==> src/hw/rtl/edf_pkg.sv <==
// Shared constants and control types for the earliest-deadline-first job queue.
// Used by edf_ctrl, edf_datapath and edf_job_queue_core; depends on nothing else.

package edf_pkg;

    // Queue geometry
    localparam int QUEUE_DEPTH = 16;
    localparam int IDX_W       = $clog2(QUEUE_DEPTH);
    localparam int CNT_W       = $clog2(QUEUE_DEPTH + 1);

    // Field widths
    localparam int ID_W = 16;
    localparam int CT_W = 16;
    localparam int DL_W = 32;

    // Input item kinds
    localparam logic MODE_ADD  = 1'b0;
    localparam logic MODE_TICK = 1'b1;

    // Commands from the controller to the datapath
    typedef struct packed {
        logic load;       // capture the accepted transaction
        logic scan_clr;   // restart the insertion scan at the head
        logic scan_step;  // move the insertion scan one entry on
        logic commit;     // update the queue and load the result register
    } t_dp_cmd;

    // Status from the datapath to the controller
    typedef struct packed {
        logic lat_tick;   // captured transaction is a scheduler tick
        logic lat_bad;    // captured add has a zero id or zero compute time
        logic full;       // queue holds QUEUE_DEPTH jobs
        logic scan_more;  // entry under the scan sorts ahead of the new job
    } t_dp_status;

endpackage

==> src/hw/rtl/edf_ctrl.sv <==
// Controller of the job queue: sequences decode, insertion scan and commit,
// and owns both handshakes. Depends on edf_pkg.

module edf_ctrl
    import edf_pkg::*;
(
    input  logic       i_clk,
    input  logic       i_rst_n,
    input  logic       i_in_valid,
    output logic       o_in_ready,
    output logic       o_out_valid,
    input  logic       i_out_ready,
    input  t_dp_status i_status,
    output t_dp_cmd    o_cmd
);

    typedef enum logic [1:0] {
        S_IDLE,
        S_DECODE,
        S_SCAN,
        S_FINISH
    } t_state;

    t_state r_state;
    t_state n_state;
    logic   r_out_valid;
    logic   n_out_valid;
    logic   slot_free;

    // Result slot can take a new result when empty or being drained
    assign slot_free   = !r_out_valid || i_out_ready;
    assign o_in_ready  = (r_state == S_IDLE);
    assign o_out_valid = r_out_valid;

    // Decode state into datapath commands and the next state
    always_comb begin
        o_cmd   = '0;
        n_state = r_state;
        case (r_state)
            S_IDLE: begin
                if (i_in_valid) begin
                    o_cmd.load = 1'b1;
                    n_state    = S_DECODE;
                end
            end
            S_DECODE: begin
                if (!i_status.lat_tick && !i_status.lat_bad && !i_status.full) begin
                    o_cmd.scan_clr = 1'b1;
                    n_state        = S_SCAN;
                end else begin
                    n_state = S_FINISH;
                end
            end
            S_SCAN: begin
                if (i_status.scan_more) begin
                    o_cmd.scan_step = 1'b1;
                end else begin
                    n_state = S_FINISH;
                end
            end
            S_FINISH: begin
                if (slot_free) begin
                    o_cmd.commit = 1'b1;
                    n_state      = S_IDLE;
                end
            end
            default: n_state = S_IDLE;
        endcase
    end

    // Raise output valid on commit, drop it once the transaction is taken
    always_comb begin
        n_out_valid = r_out_valid;
        if (o_cmd.commit) begin
            n_out_valid = 1'b1;
        end else if (i_out_ready) begin
            n_out_valid = 1'b0;
        end
    end

    // Hold state and the output valid flag
    always_ff @(posedge i_clk) begin
        if (!i_rst_n) begin
            r_state     <= S_IDLE;
            r_out_valid <= 1'b0;
        end else begin
            r_state     <= n_state;
            r_out_valid <= n_out_valid;
        end
    end

    // A commit never overwrites a result that is still waiting
    a_commit_slot: assert property (@(posedge i_clk) disable iff (!i_rst_n)
        o_cmd.commit |-> slot_free)
        else $error("commit while result slot occupied");

    // Output valid only rises after a commit
    a_valid_from_commit: assert property (@(posedge i_clk) disable iff (!i_rst_n)
        $rose(r_out_valid) |-> $past(o_cmd.commit))
        else $error("output valid without commit");

endmodule

==> src/hw/rtl/edf_datapath.sv <==
// Datapath of the job queue: sorted job entries, occupancy, insertion scan
// pointer, captured transaction and result register. Depends on edf_pkg.

module edf_datapath
    import edf_pkg::*;
(
    input  logic             i_clk,
    input  logic             i_rst_n,
    input  logic             i_mode,
    input  logic [ID_W-1:0]  i_job_id,
    input  logic [CT_W-1:0]  i_compute_time,
    input  logic [DL_W-1:0]  i_deadline,
    input  t_dp_cmd          i_cmd,
    output t_dp_status       o_status,
    output logic [ID_W-1:0]  o_running_id,
    output logic             o_job_finished,
    output logic             o_add_dropped
);

    // Job entries, head at index 0
    logic [ID_W-1:0]  r_ids       [QUEUE_DEPTH];
    logic [CT_W-1:0]  r_remaining [QUEUE_DEPTH];
    logic [DL_W-1:0]  r_deadlines [QUEUE_DEPTH];

    logic [CNT_W-1:0] r_occ;
    logic [CNT_W-1:0] n_occ;
    logic [CNT_W-1:0] r_ptr;
    logic [CNT_W-1:0] n_ptr;

    // Captured transaction
    logic             r_mode;
    logic [ID_W-1:0]  r_id;
    logic [CT_W-1:0]  r_ct;
    logic [DL_W-1:0]  r_dl;

    // Result register
    logic [ID_W-1:0]  r_res_id;
    logic             r_res_fin;
    logic             r_res_drop;

    logic             full;
    logic             empty;
    logic             lat_bad;
    logic [CT_W-1:0]  head_rem;
    logic             head_fin;
    logic             do_insert;
    logic             do_tick;

    assign full     = (r_occ == CNT_W'(QUEUE_DEPTH));
    assign empty    = (r_occ == '0);
    assign lat_bad  = (r_id == '0) || (r_ct == '0);
    assign head_rem = r_remaining[0] - CT_W'(1);
    assign head_fin = (head_rem == '0);

    assign do_insert = i_cmd.commit && (r_mode == MODE_ADD) && !lat_bad && !full;
    assign do_tick   = i_cmd.commit && (r_mode == MODE_TICK) && !empty;

    // Status towards the controller
    always_comb begin
        o_status.lat_tick  = (r_mode == MODE_TICK);
        o_status.lat_bad   = lat_bad;
        o_status.full      = full;
        o_status.scan_more = (r_ptr < r_occ) &&
                             (r_deadlines[r_ptr[IDX_W-1:0]] <= r_dl);
    end

    // Next occupancy and scan pointer
    always_comb begin
        n_occ = r_occ;
        if (do_insert) begin
            n_occ = r_occ + CNT_W'(1);
        end else if (do_tick && head_fin) begin
            n_occ = r_occ - CNT_W'(1);
        end
        n_ptr = r_ptr;
        if (i_cmd.scan_clr) begin
            n_ptr = '0;
        end else if (i_cmd.scan_step) begin
            n_ptr = r_ptr + CNT_W'(1);
        end
    end

    // Hold occupancy and scan pointer
    always_ff @(posedge i_clk) begin
        if (!i_rst_n) begin
            r_occ <= '0;
            r_ptr <= '0;
        end else begin
            r_occ <= n_occ;
            r_ptr <= n_ptr;
        end
    end

    // Capture the accepted transaction
    always_ff @(posedge i_clk) begin
        if (i_cmd.load) begin
            r_mode <= i_mode;
            r_id   <= i_job_id;
            r_ct   <= i_compute_time;
            r_dl   <= i_deadline;
        end
    end

    // Insert behind the scan point, or advance the head on a tick
    always_ff @(posedge i_clk) begin
        if (do_insert) begin
            for (int k = 0; k < QUEUE_DEPTH; k++) begin
                if (CNT_W'(k) == r_ptr) begin
                    r_ids[k]       <= r_id;
                    r_remaining[k] <= r_ct;
                    r_deadlines[k] <= r_dl;
                end else if ((k > 0) && (CNT_W'(k) > r_ptr)) begin
                    r_ids[k]       <= r_ids[k-1];
                    r_remaining[k] <= r_remaining[k-1];
                    r_deadlines[k] <= r_deadlines[k-1];
                end
            end
        end else if (do_tick) begin
            if (head_fin) begin
                for (int k = 0; k < QUEUE_DEPTH - 1; k++) begin
                    r_ids[k]       <= r_ids[k+1];
                    r_remaining[k] <= r_remaining[k+1];
                    r_deadlines[k] <= r_deadlines[k+1];
                end
            end else begin
                r_remaining[0] <= head_rem;
            end
        end
    end

    // Load the result register on commit
    always_ff @(posedge i_clk) begin
        if (i_cmd.commit) begin
            r_res_id   <= do_tick ? r_ids[0] : '0;
            r_res_fin  <= do_tick && head_fin;
            r_res_drop <= (r_mode == MODE_ADD) && !lat_bad && full;
        end
    end

    assign o_running_id   = r_res_id;
    assign o_job_finished = r_res_fin;
    assign o_add_dropped  = r_res_drop;

    // Occupancy never exceeds the queue depth
    a_occ_bound: assert property (@(posedge i_clk) disable iff (!i_rst_n)
        r_occ <= CNT_W'(QUEUE_DEPTH))
        else $error("occupancy beyond queue depth");

    // The scan never runs past the stored jobs
    a_ptr_bound: assert property (@(posedge i_clk) disable iff (!i_rst_n)
        i_cmd.scan_step |-> (r_ptr < r_occ))
        else $error("scan stepped past occupancy");

    // Stored ids are never zero, so a tick on a busy queue reports a job
    a_tick_id: assert property (@(posedge i_clk) disable iff (!i_rst_n)
        do_tick |=> (r_res_id != '0))
        else $error("tick reported idle id on busy queue");

endmodule

==> src/hw/rtl/edf_job_queue_core.sv <==
// Top level of the earliest-deadline-first job queue.
// Instantiates edf_ctrl and edf_datapath; depends on edf_pkg.

// The queue keeps up to QUEUE_DEPTH (16) jobs sorted by ascending deadline,
// with equal deadlines in arrival order. One transaction is in work at a time.
// A tick, an add with a zero id or compute time, and an add to a full queue
// go from decode straight to the finish step. A stored add first scans past
// the k (at most QUEUE_DEPTH - 1) stored jobs whose deadline is less than or
// equal to the new one; the insertion scan compares one stored deadline per
// cycle. A new transaction is accepted while the previous result still waits
// in the output register; the final step of the next one waits until that
// result has been taken.

module edf_job_queue_core
    import edf_pkg::*;
(
    input  logic             i_clk,
    input  logic             i_rst_n,
    input  logic             i_in_valid,
    output logic             o_in_ready,
    input  logic             i_mode,
    input  logic [ID_W-1:0]  i_job_id,
    input  logic [CT_W-1:0]  i_compute_time,
    input  logic [DL_W-1:0]  i_deadline,
    output logic             o_out_valid,
    input  logic             i_out_ready,
    output logic [ID_W-1:0]  o_running_id,
    output logic             o_job_finished,
    output logic             o_add_dropped
);

    t_dp_cmd    cmd;
    t_dp_status status;

    // Sequencing and handshakes
    edf_ctrl u_ctrl (
        .i_clk       (i_clk),
        .i_rst_n     (i_rst_n),
        .i_in_valid  (i_in_valid),
        .o_in_ready  (o_in_ready),
        .o_out_valid (o_out_valid),
        .i_out_ready (i_out_ready),
        .i_status    (status),
        .o_cmd       (cmd)
    );

    // Job storage and result
    edf_datapath u_datapath (
        .i_clk          (i_clk),
        .i_rst_n        (i_rst_n),
        .i_mode         (i_mode),
        .i_job_id       (i_job_id),
        .i_compute_time (i_compute_time),
        .i_deadline     (i_deadline),
        .i_cmd          (cmd),
        .o_status       (status),
        .o_running_id   (o_running_id),
        .o_job_finished (o_job_finished),
        .o_add_dropped  (o_add_dropped)
    );

endmodule

==> config.mk <==
export PLATFORM = sky130hd
export DESIGN_NAME = edf_job_queue_core
export DESIGN_NICKNAME = d
export VERILOG_FILES = /design/src/hw/rtl/edf_pkg.sv /design/src/hw/rtl/edf_ctrl.sv /design/src/hw/rtl/edf_datapath.sv /design/src/hw/rtl/edf_job_queue_core.sv
export SDC_FILE = /design/constraint.sdc
export NUM_CORES = 2
export LEC_CHECK = 0
export ABC_CLOCK_PERIOD_IN_PS = 6700
export BUFFER_PORTS_ARGS = -buffer_cell sky130_fd_sc_hd__buf_4
export CAP_MARGIN = 10
export CORE_ASPECT_RATIO = 2
export CORE_MARGIN = 4
export CORE_UTILIZATION = 50
export CTS_BUF_LIST = sky130_fd_sc_hd__clkbuf_2 sky130_fd_sc_hd__clkbuf_4 sky130_fd_sc_hd__clkbuf_8
export CTS_CLUSTER_DIAMETER = 150
export DETAILED_ROUTE_END_ITERATION = 10
export PLACE_DENSITY_LB_ADDON = 0.15
export SYNTH_ARGS = -nofsm -noshare
export SYNTH_HDL_FRONTEND = slang
export SYNTH_SLANG_ARGS = --single-unit
==> constraint.sdc <==
create_clock -name i_clk -period 6.7 [get_ports i_clk]
set_input_delay 0.335 -clock i_clk [delete_from_list [all_inputs] [get_ports i_clk]]
set_output_delay 0.335 -clock i_clk [all_outputs]
set_load 0.01 [all_outputs]
==> results.yml <==
outcome:
  status: "finished clean"
global_routing:
  grt_max_degree: 226
  antenna_found_initial: 2
  grt_pass1_wl_um: 278000
  grt_usage_pct: 29.7
  grt_overflow: 0
  grt_pass1_vias: 44200
detailed_routing:
  first_iter_violations: 4172
  routed_wl_um: 187000
  viasPerCell: 6.32
  dr_wl_met3_um: 11600
  dr_total_vias: 43200
  ant_nets: 0
  routed.top_layer: "met4"
  route.met2.wl_um: 98200
  met1_length_um: 65800
  wl_per_cell_um: 27.4
  drc_errors: 0
  drtPass1Iterations: 8
timing:
  period_share_pct: 77.9
  drv_slew: 0
  relSlewSlack_pct: 21.1
  fin_ws_ps: 1480
  hold_slack_ps: 147
  worst_pin_slew_ps: 1180
  finalSetupTns_ps: 0
  fin_skew_ps: 57.0
  final_hold_viol_count: 0
  rsz0062_at_grt: "no"
  setup_viol: 0
  fmax_ghz: 0.192
  layout_min_cycle_time_ps: 5220
yosys:
  ys_types: 65
  synth_area_leaders: "edfxtp_1 57%, mux2i_1 8.5%, nand2_1 7.1%"
  seq_area_frac_synth_pct: 57.2
  yosysTopAreaCell: "edfxtp_1"
  syn_avg_cell_area_um2: 11.3
  yosys.area.top_type_share_pct: 56.6
  syn_area_um2: 58700
  yosys_warnings: 0
  synth_seq_cells: 1124
  syn_inst: 5188
  synth_flop_cell: "edfxtp_1"
  synth_edf_count: 1107
  async_reset_ff_share_pct: 0
  synthesis.nets: 5306
cells_and_area:
  final_common_cell: "edfxtp_1"
  final_area_um2: 64700
  fin_cells: 6835
  syn_to_final_growth_pct: 10.1
  mostFrequentLayoutCells: "1107 x edfxtp_1, 1103 x nand2_1, 498 x mux2i_1"
  nets: 5294
  drive_gt1_share_pct: 14.0
  post-route-util_pct: 55.5
pwr:
  pwr-share-seq_pct: 51.4
  worst_ir_drop_vdd_uv: 246
  p_leak_nw: 23.7
  netSwitchingPower_mw: 5.47
  p_int_mw: 12.6
  clockPowerShare_pct: 31.5
  pwr_density_cell_nw_per_um2: 279
  combPwrFrac_pct: 17.1
  finalPower_mw: 18.1
  switching_share_pct: 30.3
floorplan:
  start_util_pct: 50.4
  fp.dieW_um: 250
  ios: 89
  dieArea_um2: 123000
  core-area_um2: 116000
  die_h_um: 493
  rows: 177
cts:
  cts_resized: 0
  root_buffer: "clkbuf_8"
  htree_levels: 4
  clkSlewWorstSetupHoldPaths_ps: 70
  cts_buffers: 167
  clock_latency_ps: 910
  clk_path_buf_depth: 3
  cts_tree: "done"
  clock_sinks: 1124
critical_path:
  critPathKind: "flip-flop to flip-flop"
  worstSetupEndpointType: "flip-flop"
  start_kind: "flip-flop"
  worst-path-max-fanout: 50
  crit_arrival_ps: 5710
  required_ps: 7200
worst_hold_path:
  min_path_type: "input port to flip-flop"
job:
  cap_violations: 0
placement:
  placedCellCount: 6460
  placed_cell_area_um2: 60800
  port_buffers: 88
  gp_congestion: 0.867
  dp_hpwl_um: 109000
  place_ws_ps: 1470
-- sequential cells by signal, summed over array words and instances (netlist names), named ones only --
signal / cells
u_datapath.o_add_dropped: 1
u_datapath.o_running_id: 16
u_ctrl.r_state: 2
u_datapath.r_ptr: 5
u_datapath.r_id: 16
u_datapath.r_ids: 256
u_datapath.r_ct: 16
u_datapath.r_remaining: 256
u_datapath.r_occ: 5
u_datapath.r_deadlines: 512
u_datapath.r_dl: 32
u_ctrl.o_out_valid: 1
u_datapath.r_mode: 1
u_datapath.o_job_finished: 1
-- kinds of logic (layout without fill, tap and decap cells) --
kind of cell,count (synthesis),count (layout),synth area share [%]
AOI/OAI and AO/OA,1037,1037,10.3
xor gates and xnor gates,13,13,0.194
adders and majority gates,49,49,1.06
buffers and inverters,512,636,3.63
DFF,1124,1124,57.2
muxes,722,722,15.9
other,0,2,0
and+or+nand+nor,1731,1731,11.7
-- power by group through the flow --
stage          Sequential [mW]  Combinational [mW]  Clock, mW
2_1_floorplan             9.09                2.07          0
3_3_place_gp              9.39                2.97          0
3_5_place_dp              9.40                3.06          0
4_1_cts                   9.25                3.10       5.78
5_1_grt                   9.33                3.35       6.08
6_report                  9.28                3.10       5.69
-- cell usage after synthesis (16+ instances only) --
cell      count
a22oi_1     148
o22ai_1      17
buf_2       137
and2_1       19
dfxtp_1      17
o21ai_0     305
nor2_1      463
edfxtp_1   1107
mux4_2      160
a21oi_1     330
clkbuf_1    292
nand3_1      21
a221o_1      16
and3_1       36
mux2i_1     498
mux2_2       64
ha_1         48
nand2_1    1114
inv_1        61
a31oi_1     161
nor4_1       19
-- final timing paths --
| path | from | end | slack [ps] | cells past startpoint |
|---|---|---|---|---|
| worst min-delay path | i_compute_time[6] | u_datapath.r_ct[6] | 150 | 2 |
| worst min register to register | u_datapath.r_ids[1][127] | u_datapath.r_ids[1][111] | 490 | 2 |
| worst max register to register | u_datapath.r_id[15] | u_datapath.r_deadlines[8][20] | 1480 | 7 |
| worst max-delay path | u_datapath.r_id[15] | u_datapath.r_deadlines[8][20] | 1480 | 7 |
-- routing by layer --
layer	track usage, %	up-vias
met3	4.47	586
met1	33.4	21600
met2	53.9	1886
met5	0	-
li1	-	19100
met4	16.3	0
-- repair_timing --
action,4_1_cts,5_1_grt
setup endpoints to repair,0,0
hold endpoints to repair,74,0
buffers inserted,0,0
hold buffers,68,0
-- critical path: stages, from the launching register on --
cell      delay [ps]
edfxtp_1         780
nor4_1           190
a41oi_1          790
nand4_1          650
inv_4            880
o211ai_1         380
nand3_4          510
buf_4            580
-- cell type report --
| cell class | count | area [µm²] |
|---|---|---|
| fill | 10100 | 51800 |
| sequential | 1124 | 33600 |
| multi-input combinational | 3552 | 23300 |
| clock buffer | 217 | 2670 |
| timing repair buffer | 268 | 2370 |
| tap | 1521 | 1900 |
| clock inverter | 88 | 548 |
| inverter | 63 | 239 |
| antenna | 2 | 5.00 |
(Power assumes the default switching activity.)
